$ cat config.mk
export PLATFORM = sky130hd
export DESIGN_NAME = tcbk_front
export DESIGN_NICKNAME = d
export VERILOG_FILES = /design/src/rtl/tcbk_pkg.sv /design/src/rtl/tcbk_front.sv
export SDC_FILE = /design/constraint.sdc
export NUM_CORES = 1
export LEC_CHECK = 0
export BUFFER_PORTS_ARGS = -buffer_cell sky130_fd_sc_hd__buf_2
export CAP_MARGIN = 5
export CORE_AREA = 2 2 188 190
export CTS_BUF_LIST = sky130_fd_sc_hd__clkbuf_16
export CTS_CLUSTER_SIZE = 25
export DETAILED_ROUTE_END_ITERATION = 6
export DIE_AREA = 0 0 190 192
export SETUP_SLACK_MARGIN = 0.2
export SLEW_MARGIN = 20
export SYNTH_ARGS = -nofsm -noshare
export SYNTH_HDL_FRONTEND = slang
export SYNTH_SLANG_ARGS = --single-unit
export TNS_END_PERCENT = 100
$ cat constraint.sdc
create_clock -name clk -period 4.82 [get_ports clk]
set_clock_uncertainty 0.1 [all_clocks]
set_input_delay 0.482 -clock clk [delete_from_list [all_inputs] [get_ports clk]]
set_output_delay 0.482 -clock clk [all_outputs]
set_load 0.1 [all_outputs]
$ cat src/rtl/tcbk_pkg.sv
// Shared codes, queue entry type and defaults for the TCB key tangent block.
`default_nettype none

package tcbk_pkg;

  // Mode codes on the func input
  localparam logic [2:0] FUNC_INTERIOR   = 3'd0;
  localparam logic [2:0] FUNC_FIRST_OPEN = 3'd1;
  localparam logic [2:0] FUNC_LAST_OPEN  = 3'd2;
  localparam logic [2:0] FUNC_FIRST_LOOP = 3'd3;
  localparam logic [2:0] FUNC_LAST_LOOP  = 3'd4;
  localparam logic [2:0] FUNC_TWO_KEY    = 3'd5;

  // Request class after decode
  localparam logic [2:0] KIND_NONE       = 3'd0;
  localparam logic [2:0] KIND_TCB        = 3'd1;
  localparam logic [2:0] KIND_OPEN_FIRST = 3'd2;
  localparam logic [2:0] KIND_OPEN_LAST  = 3'd3;
  localparam logic [2:0] KIND_TWO_KEY    = 3'd4;

  localparam int QUEUE_DEPTH = 4;

  // One classified request, as it sits in the queue
  typedef struct packed {
    logic [2:0]         kind;
    logic               span_zero;
    logic               neg_p;
    logic               neg_n;
    logic [16:0]        dfp_mag;
    logic [16:0]        dfn_mag;
    logic [16:0]        span_mag;
    logic signed [32:0] dm;
    logic signed [32:0] dp;
    logic signed [15:0] tension;
    logic signed [15:0] continuity;
    logic signed [15:0] bias;
    logic signed [15:0] next_tension;
    logic signed [31:0] nb;
  } entry_t;

endpackage

`default_nettype wire

$ cat src/rtl/tcbk_front.sv
// Front end: loop length register, mode decode and frame/value differences.
`default_nettype none

module tcbk_front (
  input  wire logic               clk,
  input  wire logic               rst,
  input  wire logic               cfg_write,
  input  wire logic [15:0]        cfg_data,
  input  wire logic [2:0]         func,
  input  wire logic [15:0]        prev_frame,
  input  wire logic [15:0]        cur_frame,
  input  wire logic [15:0]        next_frame,
  input  wire logic signed [31:0] prev_value,
  input  wire logic signed [31:0] cur_value,
  input  wire logic signed [31:0] next_value,
  input  wire logic signed [15:0] tension,
  input  wire logic signed [15:0] continuity,
  input  wire logic signed [15:0] bias,
  input  wire logic signed [31:0] neighbor_tangent,
  input  wire logic signed [15:0] next_tension,
  output tcbk_pkg::entry_t        entry
);

  logic [15:0] loop_length;

  always_ff @(posedge clk) begin
    if (rst) begin
      loop_length <= '0;
    end else if (cfg_write) begin
      loop_length <= cfg_data;
    end
  end

  logic signed [17:0] pf, cf, nf, ll, span, dfp, dfn, ap, an, as;
  logic [2:0]         kind;

  always_comb begin
    unique case (func) inside
      tcbk_pkg::FUNC_INTERIOR, tcbk_pkg::FUNC_FIRST_LOOP, tcbk_pkg::FUNC_LAST_LOOP: begin
        kind = tcbk_pkg::KIND_TCB;
      end
      tcbk_pkg::FUNC_FIRST_OPEN: begin
        kind = tcbk_pkg::KIND_OPEN_FIRST;
      end
      tcbk_pkg::FUNC_LAST_OPEN: begin
        kind = tcbk_pkg::KIND_OPEN_LAST;
      end
      tcbk_pkg::FUNC_TWO_KEY: begin
        kind = tcbk_pkg::KIND_TWO_KEY;
      end
      default: begin
        kind = tcbk_pkg::KIND_NONE;
      end
    endcase
  end

  always_comb begin
    pf = $signed({2'b00, prev_frame});
    cf = $signed({2'b00, cur_frame});
    nf = $signed({2'b00, next_frame});
    ll = $signed({2'b00, loop_length});
    // loop modes widen the gap that crosses the wrap, and the span with it
    span = nf - pf + ((func == tcbk_pkg::FUNC_FIRST_LOOP || func == tcbk_pkg::FUNC_LAST_LOOP)
                      ? ll : 18'sd0);
    dfp  = cf - pf + ((func == tcbk_pkg::FUNC_FIRST_LOOP) ? ll : 18'sd0);
    dfn  = nf - cf + ((func == tcbk_pkg::FUNC_LAST_LOOP) ? ll : 18'sd0);
    ap   = dfp[17]  ? -dfp  : dfp;
    an   = dfn[17]  ? -dfn  : dfn;
    as   = span[17] ? -span : span;

    entry.kind         = kind;
    entry.span_zero    = (span == 18'sd0);
    entry.neg_p        = dfp[17] ^ span[17];
    entry.neg_n        = dfn[17] ^ span[17];
    entry.dfp_mag      = ap[16:0];
    entry.dfn_mag      = an[16:0];
    entry.span_mag     = as[16:0];
    entry.dm           = $signed({cur_value[31], cur_value}) -
                         $signed({prev_value[31], prev_value});
    entry.dp           = $signed({next_value[31], next_value}) -
                         $signed({cur_value[31], cur_value});
    entry.tension      = tension;
    entry.continuity   = continuity;
    entry.bias         = bias;
    entry.next_tension = next_tension;
    entry.nb           = neighbor_tangent;
  end

endmodule

`default_nettype wire

# Yosys cells after proc, flatten, opt, wreduce, memory -nomap -nowiden

Cells that the tools add are included.

Register bits: 16
Logic and storage cells: 30

Bitwise operators: 2
Equal/unequal tests: 5
$add $sub $neg: 11
Reduce and logical (&&, ||, !) cells: 4
Multiplexer cells: 7

Operators by type and width:

| kind                                                 | count |
|---|---|
| subtractor 32 x 32 -> 33 bit                         | 2 |
| adder 17 x 17 -> 18 bit                              | 3 |
| 2-to-1 mux 17 bit                                    | 3 |
| negator 17 bit                                       | 3 |
| subtractor 16 x 16 -> 17 bit                         | 3 |
| 2-to-1 mux 16 bit                                    | 3 |
| logical NOT 18 bit                                   | 1 |
| case mux 3 bit (4 select lines)                      | 1 |
| equality test 3 x 2 -> 1 bit (second input constant) | 2 |
| equality test 3 bit (second input constant)          | 2 |
| equality test 3 x 1 -> 1 bit (second input constant) | 1 |
| logical NOT 3 bit                                    | 1 |
| OR reduction 3 bit                                   | 1 |
| XOR 1 bit                                            | 2 |
| logical OR 1 bit                                     | 1 |

# Depth between registers and ports, before layout

Word-level depth: 6
Mapped depth: 23
Mapped depth without buffers: 22

# Worst setup path after synthesis

OpenSTA, ideal clock, no wires.

Path kind: input-to-output
Start point: input port prev_frame[1]
End point: output port entry[212] (netlist name)
Stages: 19
Buffers on the path: 0
Slack: -1.976 ns
Arrival: 6.214 ns
Cell sequence: inv_1 -> ha_1 -> a21o_1 -> a21o_1 -> a21o_1 -> a21o_1 -> a31oi_1 -> o21bai_1 -> a21oi_1 -> xnor2_1 -> ha_1 -> a21oi_1 -> o21ai_1 -> o31ai_1 -> nor2_1 -> xnor2_1 -> or2b_2 -> o31a_2 -> o21ai_0

RTL lines:

| what        | line             | text |
|---|---|---|
| from (decl) | tcbk_front.sv:10 | `input wire logic [15:0] prev_frame,` |
| to (decl)   | tcbk_front.sv:21 | `output tcbk_pkg::entry_t entry` |

==> flow_summary.json <==
{
  "syn_nets": 1969,
  "start_util": 0.3126,
  "vias": 12321,
  "antenna_found_initial": 7,
  "fmax_mhz": 196.5,
  "cts.htree.levels": 1,
  "regMostFlops": "loop_length",
  "cts-buffers-inserted": 3,
  "r2r-end": "loop_length[7]",
  "cp.required_ps": 4240,
  "ctsRootBufferMaster": "clkbuf_16",
  "wl_microns": 41970,
  "yosysMostFrequentCell": "ha_1",
  "worst-path-max-fanout": 4,
  "dieArea_sq_mm": 0.03648,
  "yosysSeqAreaShare": 0.02989,
  "synth_seq_cells": 16,
  "power_leakage_nw": 8.500,
  "hold_path_class": "input port to register",
  "postSynthAreaPerCell_sq_um": 6.982,
  "worstSkewPairLatency_ps": 250,
  "setup_ws_ps": -267.9,
  "portBuffers": 288,
  "drt_iter0_markers": 479,
  "final.fill_count": 3220,
  "io_pins": 481,
  "core_area_sq_mm": 0.03429,
  "outcome": "complete, but fails checks",
  "ant_nets": 0,
  "largest_reg_flops": 16,
  "post_drt_via_cell_ratio": 5.050,
  "ir_worst_vdd_uv": 341.4,
  "reg2regPathDepth": 2,
  "async_flop_share": 0,
  "clock_path_buffers": 2,
  "synth_commonest_cells": "ha_1 (164), inv_1 (152), nor2_1 (133)",
  "wire_per_inst_microns": 17.20,
  "fin_crit_sh": 1.056,
  "rrSetupSlack_ps": 4050,
  "start_kind": "input port",
  "cp-end-kind": "output port",
  "place.gp.congestion": 0.9421,
  "synthFlopType": "dfxtp_1",
  "synthTopCellsByArea": "ha_1 (19%), xnor2_1 (9.8%), buf_4 (6.8%), a21oi_1 (5.6%), inv_1 (5.3%)",
  "seq_area_sq_um": 320.3,
  "layout-drive-gt1-share": 0.4176,
  "die_h_microns": 192,
  "grt_max_degree": 17,
  "endpoint": "entry[211]",
  "dpl.hpwl_microns": 36750,
  "grt_overflow_total": 0,
  "multi_input_area_sq_mm": 0.01114,
  "slew_headroom": 0.5204,
  "clk_pin_slew_ps": 50,
  "stdcell_count": 2440,
  "worst_ep_arrival_time_ps": 4510,
  "ys_types": 86,
  "syn_area_sq_mm": 0.01072,
  "cts_num_sinks": 16,
  "critical_path_class": "input port to output port",
  "cp-startpoint": "prev_frame[1]",
  "route.detailed.drc": 0,
  "drt_pass1_iterations": 5,
  "synth.yosys.warnings": 0,
  "p_per_area_mw_per_mm2": 367.7,
  "grt_pass1_vias": 12246,
  "grt_use_total": 0.2197,
  "syn_inst": 1535,
  "slew_viol_final": 0,
  "tightest_slew_ps": 713.3,
  "worstReg2RegStart": "loop_length[7]",
  "die_width_microns": 190,
  "placementRows": 68,
  "largestRegisters": "loop_length x16",
  "rsz0062_at_grt": "yes",
  "nets": 2413,
  "syn2layout_area_growth_pct": 61.44,
  "grt_pass1_wl_microns": 63600,
  "setup_violations": 50,
  "yosys.area.top_type": "ha_1",
  "cap_violations": 0,
  "min_period_ps": 5088,
  "total_power_w": 0.006362,
  "cts_tree": "built",
  "synth_top_cell_area_share": 0.1915,
  "synth_edf_count": 0,
  "whs_ps": 369.4,
  "hold_violations": 0,
  "violations": "setup timing",
  "dp.cells": 2380
}
## layer usage
metal,track usage,routed length [microns]
met5,0,27
met1,0.2518,16780
met2,0.4090,21350
met3,0.04184,2409
met4,0.06917,1406
## worst max-delay path: stages
cell        delay (ps)
buf_8               80
clkinvlp_4         120
buf_6              140
ha_4               200
a21o_1             150
a21o_1             180
a21o_1             160
a21o_1             200
a31oi_4            190
o21bai_1           110
a21oi_2            130
xnor2_1             80
ha_1               350
a21oi_2            160
or3b_1             370
a311oi_2           260
a311o_2            240
o21ai_4             90
o41ai_4            440
xnor2_4            170
buf_12             190
## area by class of cell
type | instances | share of cell area
diodes | 7 | 0.001012
repair buffers | 561 | 0.2655
clock buffers | 3 | 0.004339
multi-input cells | 1245 | 0.6436
inverters | 152 | 0.03391
clock inverters | 1 | 0.0002169
well taps | 455 | 0.03290
flip-flops and latches | 16 | 0.01851
## metrics by stage
stage                       util  setup TNS, ps  setup slack (ps)  instance area [sq um]
final                     0.5046          -8792            -267.9                  17300
after global routing      0.5043         -18740            -455.7                  17290
after CTS                 0.4943          -9738            -290.6                  16950
after detailed placement  0.4672         -15560            -491.6                  16020
after global placement    0.4672         -13250            -414.8                  16020
after floorplan                -          -9295            -396.4                  12390
## worst min-delay path by stage
stage	cells after the start	from	endpoint	slack (ps)
floorplan	2	loop_length[10]	loop_length[10]	370
global placement	2	loop_length[10]	loop_length[10]	390
detailed placement	2	loop_length[8]	loop_length[8]	400
CTS	3	cfg_data[3]	loop_length[3]	370
global route	3	cfg_data[2]	loop_length[2]	380
finish	3	cfg_data[3]	loop_length[3]	370
## power by group
part / leakage (nW) / internal (W) / switching [W] / total, W
logic: 8.33 / 0.00221 / 0.00383 / 0.00605
registers: 0.132 / 0.000140 / 0.00000755 / 0.000148
clock network: 0.0386 / 0.000110 / 0.0000565 / 0.000167
## cells by family (layout without fill, tap and decap cells)
| logic type | Yosys count | count (layout) | synth area share |
|---|---|---|---|
| AOI/OAI and AO/OA | 415 | 415 | 0.2531 |
| and+or+nand+nor | 464 | 464 | 0.2177 |
| other | 0 | 7 | 0 |
| buffers and inverters | 274 | 717 | 0.1320 |
| muxes | 19 | 19 | 0.01786 |
| xor gates and xnor gates | 175 | 175 | 0.1430 |
| DFF | 16 | 16 | 0.02989 |
| adders and majority gates | 172 | 172 | 0.2064 |
## layout by cell type, fill, tap and decap left out, types with 27 or more instances in the layout
cell type and instances:
xnor2_4 27, inv_1 147, nand3_1 33, a21o_1 37
nand2_1 75, xnor2_1 86, nor2_1 118, and2_1 32
buf_12 58, buf_2 234, ha_1 155, buf_4 231
xor2_1 31, buf_6 28, a21oi_1 101, o21ai_0 56
o21a_1 30
## repair_timing
action,in CTS,in global routing
pin swaps,95,41
setup endpoints to repair,51,52
hold buffers,0,0
buffers inserted,32,12
gates cloned,5,0
resized for setup,111,55
hold endpoints to repair,0,0
No activity file was read; power rests on OpenSTA's default activity.
