### config.mk
export PLATFORM = sky130hd
export DESIGN_NAME = tcbk_fifo
export DESIGN_NICKNAME = d
export VERILOG_FILES = /design/src/rtl/tcbk_pkg.sv /design/src/rtl/tcbk_fifo.sv
export SDC_FILE = /design/constraint.sdc
export NUM_CORES = 1
export LEC_CHECK = 0
export ABC_AREA = 1
export BUFFER_PORTS_ARGS = -buffer_cell sky130_fd_sc_hd__clkbuf_2
export CAP_MARGIN = 20
export CORE_MARGIN = 2
export CORE_UTILIZATION = 30
export CTS_BUF_LIST = sky130_fd_sc_hd__clkbuf_4
export CTS_CLUSTER_SIZE = 40
export DETAILED_ROUTE_END_ITERATION = 10
export PLACE_DENSITY = 0.44
export RECOVER_POWER = 25
export SYNTH_ARGS = -nofsm -noshare
export SYNTH_HDL_FRONTEND = slang
export SYNTH_SLANG_ARGS = --single-unit
### constraint.sdc
create_clock -name clk -period 5.9 [get_ports clk]
set_clock_uncertainty 0.1 [all_clocks]
set_input_delay 0 -clock clk [delete_from_list [all_inputs] [get_ports clk]]
set_output_delay 0 -clock clk [all_outputs]
set_load 0.01 [all_outputs]
### src/rtl/tcbk_pkg.sv
// Shared codes, queue entry type and defaults for the TCB key tangent block.
`default_nettype none

package tcbk_pkg;

  // Mode codes on the func input
  localparam logic [2:0] FUNC_INTERIOR   = 3'd0;
  localparam logic [2:0] FUNC_FIRST_OPEN = 3'd1;
  localparam logic [2:0] FUNC_LAST_OPEN  = 3'd2;
  localparam logic [2:0] FUNC_FIRST_LOOP = 3'd3;
  localparam logic [2:0] FUNC_LAST_LOOP  = 3'd4;
  localparam logic [2:0] FUNC_TWO_KEY    = 3'd5;

  // Request class after decode
  localparam logic [2:0] KIND_NONE       = 3'd0;
  localparam logic [2:0] KIND_TCB        = 3'd1;
  localparam logic [2:0] KIND_OPEN_FIRST = 3'd2;
  localparam logic [2:0] KIND_OPEN_LAST  = 3'd3;
  localparam logic [2:0] KIND_TWO_KEY    = 3'd4;

  localparam int QUEUE_DEPTH = 4;

  // One classified request, as it sits in the queue
  typedef struct packed {
    logic [2:0]         kind;
    logic               span_zero;
    logic               neg_p;
    logic               neg_n;
    logic [16:0]        dfp_mag;
    logic [16:0]        dfn_mag;
    logic [16:0]        span_mag;
    logic signed [32:0] dm;
    logic signed [32:0] dp;
    logic signed [15:0] tension;
    logic signed [15:0] continuity;
    logic signed [15:0] bias;
    logic signed [15:0] next_tension;
    logic signed [31:0] nb;
  } entry_t;

endpackage

`default_nettype wire

### src/rtl/tcbk_fifo.sv
// Short request queue between the front end and the arithmetic pipeline.
`default_nettype none

module tcbk_fifo #(
  parameter int DEPTH = tcbk_pkg::QUEUE_DEPTH
) (
  input  wire logic             clk,
  input  wire logic             rst,
  input  wire logic             push,
  input  tcbk_pkg::entry_t      push_data,
  output logic                  full,
  input  wire logic             pop,
  output tcbk_pkg::entry_t      head,
  output logic                  not_empty
);

  localparam int AW = (DEPTH > 1) ? $clog2(DEPTH) : 1;
  localparam int CW = $clog2(DEPTH + 1);

  tcbk_pkg::entry_t mem [DEPTH];
  logic [AW-1:0]    wr_ptr, rd_ptr;
  logic [CW-1:0]    count;

  assign full      = (count == CW'(DEPTH));
  assign not_empty = (count != '0);
  assign head      = mem[rd_ptr];

  always_ff @(posedge clk) begin
    if (push) begin
      mem[wr_ptr] <= push_data;
    end
  end

  always_ff @(posedge clk) begin
    if (rst) begin
      wr_ptr <= '0;
      rd_ptr <= '0;
      count  <= '0;
    end else begin
      if (push) begin
        wr_ptr <= (wr_ptr == AW'(DEPTH - 1)) ? '0 : wr_ptr + 1'b1;
      end
      if (pop) begin
        rd_ptr <= (rd_ptr == AW'(DEPTH - 1)) ? '0 : rd_ptr + 1'b1;
      end
      if (push && !pop) begin
        count <= count + 1'b1;
      end else if (pop && !push) begin
        count <= count - 1'b1;
      end
    end
  end

  assert property (@(posedge clk) disable iff (rst) push |-> !full)
    else $error("queue written while full");
  assert property (@(posedge clk) disable iff (rst) pop |-> not_empty)
    else $error("queue read while empty");
  assert property (@(posedge clk) disable iff (rst) count <= CW'(DEPTH))
    else $error("queue count beyond depth");

endmodule

`default_nettype wire

# Word level (Yosys, flattened, before mapping)
# Memories as Yosys holds them, arrays and structs flattened. A register that Yosys moved wholly into a read port is not among the register bits.
# Index checks and enable logic that the tools add are counted.
[word_totals]
ff_bits = 7
ramBits = 876
inputBits = 223
output_inout_bits = 221
elab_cells = 25
memories = 1
[op_classes]
add_sub_neg = 4
n_eq_ne = 3
mux = 8
n_reduce_logical = 6
[memory_table]
columns = ["memory", "depth", "width", "read_ports", "rd_ports_with_merged_regs", "wr", "line", "text"]
rows = [
  ["mem", 4, 219, 1, 1, 1, "tcbk_fifo.sv:20", "tcbk_pkg::entry_t mem [DEPTH];"],
]
[ops]
columns = ["cell", "n"]
rows = [
  ["$mux W2", 4],
  ["$mux W3", 2],
  ["$add A2 B1 Y2 const B", 2],
  ["$eq A2 B2 Y1 const B", 2],
  ["$add A3 B1 Y3 const B", 1],
  ["$eq A3 B3 Y1 const B", 1],
  ["$reduce_bool A3 Y1", 1],
  ["$sub A3 B1 Y3 const B", 1],
  ["$logic_and A1 B1 Y1", 2],
  ["$logic_not A1 Y1", 2],
  ["$mux W1", 2],
  ["$reduce_bool A2 Y1", 1],
]

# Depth between registers and ports, before layout
# Gate-level depths: netlist of run 1.
[logic_depth]
depth_word = 4
mapped_depth = 10
mapped_depth_nobuf = 10

# Least setup slack after synthesis of run 1
# OpenSTA, ideal clock, no wires.
[synth_timing]
kind = "register to register"
startpoint = "reg wr_ptr[0]"
endpoint = "mem mem[3][0] in the netlist's numbering, enable pin"
setup_ns = 0.570
t_arrival_ns = 4.795
required_time_ns = 5.230
path_slack_ns = 0.435
stages_incl_launch_ff = 4
n_path_buf = 0
period_less_slack_ns = 5.465
cell_sequence = "dfxtp_1 -> ha_1 -> nand2_1 -> inv_1"
[synth_rtl]
columns = ["element", "line", "text"]
rows = [
  ["start, declared", "tcbk_fifo.sv:21", "logic [AW-1:0] wr_ptr, rd_ptr;"],
  ["start signal, assigned", "tcbk_fifo.sv:41", "wr_ptr <= (wr_ptr == AW'(DEPTH - 1)) ? '0 : wr_ptr + 1'b1;"],
  ["end, declared", "tcbk_fifo.sv:20", ""],
]
# Straight into the memory's write port.

==> results.cfg, run 1 <==
[sta]
maxSlewViolCount = 0
max_clock_freq_mhz = 260
relSlewSlack_pct = 15.2
worstMarginPinSlew_ns = 1.27
report.final.hold_viol_count = 0
rsz_0062_raised_after_global_routing = false
layout_worst_path_cycle_share_pct = 65.2
whs_ns = 0.180
min_period_ns = 3.85
setup_viol = 0
setup_total_negative_slack_ns = 0

[yosys]
dominantRegCellSynth = edfxtp_1
synth_largest_area_cell = edfxtp_1
synth_fa_ha_area_share_pct = 0.290
synth-edff-count = 876
netlist-cell-type-count = 23
netlist.area_leader.share_pct = 80.3
syn-num-nets = 2408
commonest_cells_in_the_netlist = 876 x edfxtp_1, 447 x nor2_1, 386 x o21ai_0
synthesized_area_divided_by_synthesized_cell_count_um2 = 15.0
fraction_of_the_mapped_netlist_area_in_compound_gates_pct = 11.0
cell_with_the_most_instances_after_synthesis = edfxtp_1
ys_ff_latch = 885
yosys.area_share.xor_xnor_pct = 0.0267
synthSimpleGateAreaFrac_pct = 5.31
combinational_family_with_the_most_area_after_synthesis = compound AO/OA/AOI/OAI gates
synthMuxAreaShare_pct = 0
postSynth.asyncResetShare_pct = 0
synthesis.instances = 2178
netlist_area_mm2 = 0.0328
synth.top_cells.by_area = edfxtp_1 80%, o21ai_0 5.9%, nor2_1 5.1%
ys_warns = 0
synth-seq-area-share_pct = 80.9

[grt]
first_global_vias = 23600
grt-ovfl-total = 0
grt_max_degree = 215
wire_length_of_the_first_global_routing_pass_mm = 134
grt_use_met3_pct = 5.31
met2_usage_pct = 26.8
antenna_found_initial = 9
busiest_layer = met2
groute.layer.met1.usage_pct = 18.2
global_route_total_usage_across_every_layer_pct = 15.7

[power]
vdd_ir_drop_max_v = 0.000193
powerDensity_mw_per_mm2 = 319
cellLeakagePower_nw = 15.9

[floorplanning]
design.die.area_mm2 = 0.112
initial_cell_density_of_the_core_pct = 30.2
row_count = 121
num_io_pins = 444
fp.dieH_um = 334
die_width_um = 334
design.core.area_mm2 = 0.109

[clock_tree]
cts.clk_slew.worst_paths_ns = 0.07
tritoncts = built
number_of_instances_resized_during_post_cts_repair = 0
cts.sinks = 885
clock_tree.buffer_depth = 3
hold_buffers = 515
clockRootBuffer = clkbuf_4
tritoncts.num_buffers = 233
clk_latency_ns = 1.04
cts_setup_buffers = 0
cts_max_level = 4

[critical_path]
r2r_cells = 5
flop_to_flop_setup_slack_ns = 3.23
critical-path-max-stage-delay_ns = 0.80
regToRegStartpoint = wr_ptr[1]
timing.critical_path.buf_inv = 3
r2r_endpoint = mem[1][40]
critical_path.endpoint_type = primary output
critical_path_class = register to primary output
critPathLaunchType = register
worstPathRequired_ns = 5.80
crit_path_max_delay_cell_type = buf_4
worstPathMaxFanout = 155
cell_by_cell_listing_of_the_critical_path = buf_12, buf_4, o21ai_0, o22ai_1, clkbuf_2
cell_class_contributing_the_biggest_share_of_worst_path_delay = buffers and inverters
critical_path_arrival_ns = 3.75

[placed_design]
placement.cell_area_mm2 = 0.0363
gpl.final_weighted_congestion = 0.730
dp_hpwl_mm = 46.7
port_buffers = 443

[cells_and_area]
area.growth.synth_to_final_pct = 35.6
finalInstanceArea_mm2 = 0.0444
post_route_cells_drive_above_1_share_pct = 24.5
final_net_count = 3475

[hold_path]
min_to = mem[1][44]
min-delay-path-class = input port to register
worstHoldStart = push_data[44]
hold_depth = 3

[routing]
wl_mm = 89.6
drc_errors = 0
drt-initial-drc-count = 1193
final_antenna_net_count = 0
routed_via_density = 4.67
num_vias = 22600
detail_routed_net_length_per_standard_cell_um = 18.6
detailedRoute.firstPassIterationCount = 5

[outcome]
outcome = completed

[flow_run]
maxCapViolCount = 0
[report_power, final]
part	switching, W	internal, W	total, W
combinational	0.00102	0.000635	0.00165
sequential	0.0000576	0.00720	0.00725
clock	0.00243	0.00284	0.00527
total	0.00350	0.0107	0.0142
[flip-flops by register name, summed over array words and instances, names as in the netlist, named ones only]
| signal | cells |
|---|---|
| count | 3 |
| rd_ptr | 2 |
| mem | 876 |
| wr_ptr | 2 |
[layer usage]
| layer | up-vias | part of all wire, % |
|---|---|---|
| li1 | 10600 | - |
| met1 | 11200 | 41 |
| met2 | 618 | 49 |
| met3 | 157 | 7.5 |
| met4 | 12 | 2.1 |
| met5 | - | 0.094 |
[how the worst max path moves through the flow]
stage               from         to  slack [ns]  cells past startpoint
2_1_floorplan  wr_ptr[0]  mem[3][0]        0.43                      3
3_3_place_gp    register  head[171]        3.17                      5
3_5_place_dp    register  head[171]        3.15                      5
4_1_cts         register   head[81]        1.90                      5
5_1_grt         register  head[171]        1.74                      5
6_report        register   head[81]        2.05                      5
[worst reg2reg max path, stage by stage (launching register included)]
cell and delay [ns]:
dfxtp_1 0.33, inv_1 0.10, ha_1 0.15, nand2_1 0.13
inv_8 0.62, buf_12 0.70
[cells by family after synthesis]
group,Yosys count
flip-flops,885
AO/OA/AOI/OAI,663
AND/OR/NAND/NOR,461
buffers and inverters,161
adder cells (fa/ha/maj),7
XOR/XNOR,1
[layout make-up]
type | count | area [um^2]
flip-flops and latches | 885 | 26500
diodes | 5 | 12.5
repair buffers | 977 | 7640
fillers | 10100 | 64100
inverters | 16 | 110
clock buffers | 354 | 2660
well taps | 1414 | 1770
multi-input cells | 1132 | 5430
clock inverters | 48 | 304
[placed cells by master (no fill, tap or decap), drive strengths merged]
master and instances:
edfxtp 876, clkbuf 797, dlygate4sd3 515, nor2 447, o21ai 441, o22ai 219, clkinv 41, inv 19
buf 19, nand2 9, dfxtp 9, ha 6, diode 5, nor3 3, a21oi 3, bufinv 3
xor2 1, nand3 1, nand4 1, fa 1, clkinvlp 1
[metrics by stage]
stage / util, % / cells / worst slack (ns) / power [W]
after floorplan: - / 2178 / 0.435 / 0.00814
after global placement: 33.4 / 3909 / 3.17 / 0.00875
after detailed placement: 33.4 / 3909 / 3.15 / 0.00878
after CTS: 40.9 / 4826 / 1.90 / 0.0144
after global routing: 40.9 / 4829 / 1.74 / 0.0149
final: 40.9 / 4831 / 2.05 / 0.0142
Power figures use the tool's default switching activity.
==> inputs of run 2 (changes only) <==
==> constraint.sdc (replaced) <==
create_clock -name clk -period 3.6 [get_ports clk]
set_clock_uncertainty 0.1 [all_clocks]
set_input_delay 0 -clock clk [delete_from_list [all_inputs] [get_ports clk]]
set_output_delay 0 -clock clk [all_outputs]
set_load 0.01 [all_outputs]
==> run 2 against run 1 <==
Against the previous run: clock power rose by 60%; clock-buffer cell count fell by 31; via count up 3.1%; flip-flop and latch count stayed put; global-route usage grew 1.4 points; combinational power increased by 76%; core utilization rose by 1.2 points; worst hold slack improved by 0.0050 ns; sequential share of layout area decreased by 1.8 points; setup slack got worse by 1.8 ns; critical path depth is the same; highest routed layer unchanged.
==> results.cfg, run 2 (synthesis gave the netlist of run 1 again) <==
[hold_path]
hold_depth = 3
min_to = mem[3][29]
min-delay-path-class = input port to register
worstHoldStart = push_data[29]

[floorplanning]
initial_cell_density_of_the_core_pct = 30.2
design.die.area_mm2 = 0.112
fp.dieH_um = 334
design.core.area_mm2 = 0.109
die_width_um = 334
row_count = 121
num_io_pins = 444

[critical_path]
critical_path.endpoint_type = primary output
critical_path_arrival_ns = 3.20
cell_by_cell_listing_of_the_critical_path = clkinv_16, buf_4, o21ai_0, o22ai_1, clkbuf_2
critical_path_class = register to primary output
cell_class_contributing_the_biggest_share_of_worst_path_delay = buffers and inverters
timing.critical_path.buf_inv = 3
flop_to_flop_setup_slack_ns = 1.08
regToRegStartpoint = wr_ptr[0]
crit_path_max_delay_cell_type = dfxtp_4
r2r_endpoint = mem[2][20]
critPathLaunchType = register
r2r_cells = 5
critical-path-max-stage-delay_ns = 0.73
worstPathRequired_ns = 3.50
worstPathMaxFanout = 73

[clock_tree]
clockRootBuffer = clkbuf_4
clk_latency_ns = 1.14
tritoncts = built
clock_tree.buffer_depth = 3
cts.sinks = 885
cts.clk_slew.worst_paths_ns = 0.07
cts_max_level = 4
tritoncts.num_buffers = 230

[placed_design]
place_worst_setup_slack_ns = 1.03
port_buffers = 443
dp_hpwl_mm = 50.4
gpl.final_weighted_congestion = 0.736
placement.cell_area_mm2 = 0.0366

[grt]
wire_length_of_the_first_global_routing_pass_mm = 144
grt_max_degree = 159
antenna_found_initial = 15
grt-ovfl-total = 0
global_route_total_usage_across_every_layer_pct = 17.1
first_global_vias = 24600

[sta]
setup_viol = 0
relSlewSlack_pct = 30.6
min_period_ns = 3.30
worstMarginPinSlew_ns = 1.04
layout_worst_path_cycle_share_pct = 91.8
setup_slack_ns = 0.295
report.final.hold_viol_count = 0
max_clock_freq_mhz = 303
maxSlewViolCount = 0
setup_total_negative_slack_ns = 0
whs_ns = 0.185

[routing]
detail_routed_net_length_per_standard_cell_um = 19.6
wl_mm = 97.6
detailedRoute.firstPassIterationCount = 5
num_vias = 23300
final_antenna_net_count = 0
drc_errors = 0
routed_via_density = 4.68
drt-initial-drc-count = 1360

[power]
net-switching-power_w = 0.00600
p_int_w = 0.0172
powerDensity_mw_per_mm2 = 508
cellLeakagePower_nw = 16.4
vdd_ir_drop_max_v = 0.000345
clock_power_share_pct = 36.3
switching_share_pct = 25.8
share_seq_of_total_power_pct = 51.2
combPwrFrac_pct = 12.5

[cells_and_area]
final_cell_mix = 876 x edfxtp_1, 607 x dlygate4sd3_1, 447 x nor2_1
finalInstanceArea_mm2 = 0.0458
layout.cells.most_common = edfxtp_1
registers.top_by_ff_count = mem
utilization_pct = 42.2
fillers = 10100
flip_flop_count_of_the_largest_register_after_layout = 876
seq_area_mm2 = 0.0265
final_net_count = 3593
area.growth.synth_to_final_pct = 39.7
post_route_cells_drive_above_1_share_pct = 24.3
multi_input_comb_area_mm2 = 0.00545
reg_top3 = mem (876), count (3)

[flow_run]
maxCapViolCount = 0

[outcome]
outcome = completed
==> run 2: cell types whose count changed in the layout (fill, tap and decap cells not counted), moves of 4 or more <==
| cell | change |
|---|---|
| buf_12 | +11 |
| buf_4 | +9 |
| clkbuf_4 | -31 |
| clkinv_1 | +20 |
| clkinv_2 | +15 |
| clkinvlp_4 | +9 |
| diode_2 | +11 |
| dlygate4sd3_1 | +92 |
| nand2_1 | -4 |
| nand2_2 | +4 |
==> run 2: worst register-to-register path, cell delays in order (launching register included) <==
cell        delay (ns)
dfxtp_2           0.38
inv_2             0.05
ha_2              0.18
nand2_2           0.07
clkinvlp_4        0.81
buf_12            0.56
==> run 2: through the flow <==
| step | power [W] | std cells |
|---|---|---|
| floorplan | 0.0133 | 2178 |
| global placement | 0.0144 | 3933 |
| detailed placement | 0.0145 | 3933 |
| CTS | 0.0236 | 4954 |
| global route | 0.0244 | 4967 |
| finish | 0.0232 | 4971 |
==> run 2: area by class of cell <==
class	instances	share of cell area, %
inverters	16	0.232
repair inverters	1	0.0355
clock buffers	323	5.30
multi-input cells	1132	11.9
diodes	16	0.0875
repair buffers	1097	19.7
well taps	1414	3.87
flip-flops and latches	885	57.9
clock inverters	87	1.01
==> run 2: how the worst max path moves through the flow <==
stage / startpoint / endpoint / slack, ns / depth (start not counted)
final: register / head[36] / 0.30 / 5
after global routing: register / head[14] / -0.02 / 5
after CTS: register / head[131] / 0.05 / 4
after detailed placement: register / head[64] / 1.03 / 5
after global placement: register / head[130] / 1.09 / 5
after floorplan: wr_ptr[0] / mem[0][0] / -0.78 / 4
==> run 2: metal layers <==
metal	global-route usage (%)	part of all wire, %	vias to the layer above
met5	0	0.071	-
met4	6.59	2.5	14
met3	5.72	7.9	179
met2	29.6	50	770
met1	19.4	40	11500
li1	-	-	10800
==> run 2: power groups by stage <==
stage	Sequential (W)	Combinational, W	Clock [W]
5_1_grt	0.0119	0.00318	0.00934
6_report	0.0119	0.00291	0.00844
3_3_place_gp	0.0121	0.00230	0
2_1_floorplan	0.0121	0.00119	0
4_1_cts	0.0119	0.00294	0.00880
3_5_place_dp	0.0121	0.00234	0
==> run 2: repair_timing <==
item / in CTS / in global routing
gates cloned: 2 / 1
gates resized for setup: 4 / 2
hold buffers: 607 / 0
buffers inserted: 2 / 0
hold endpoints to repair: 965 / 0
endpoints found under the setup margin: 177 / 1
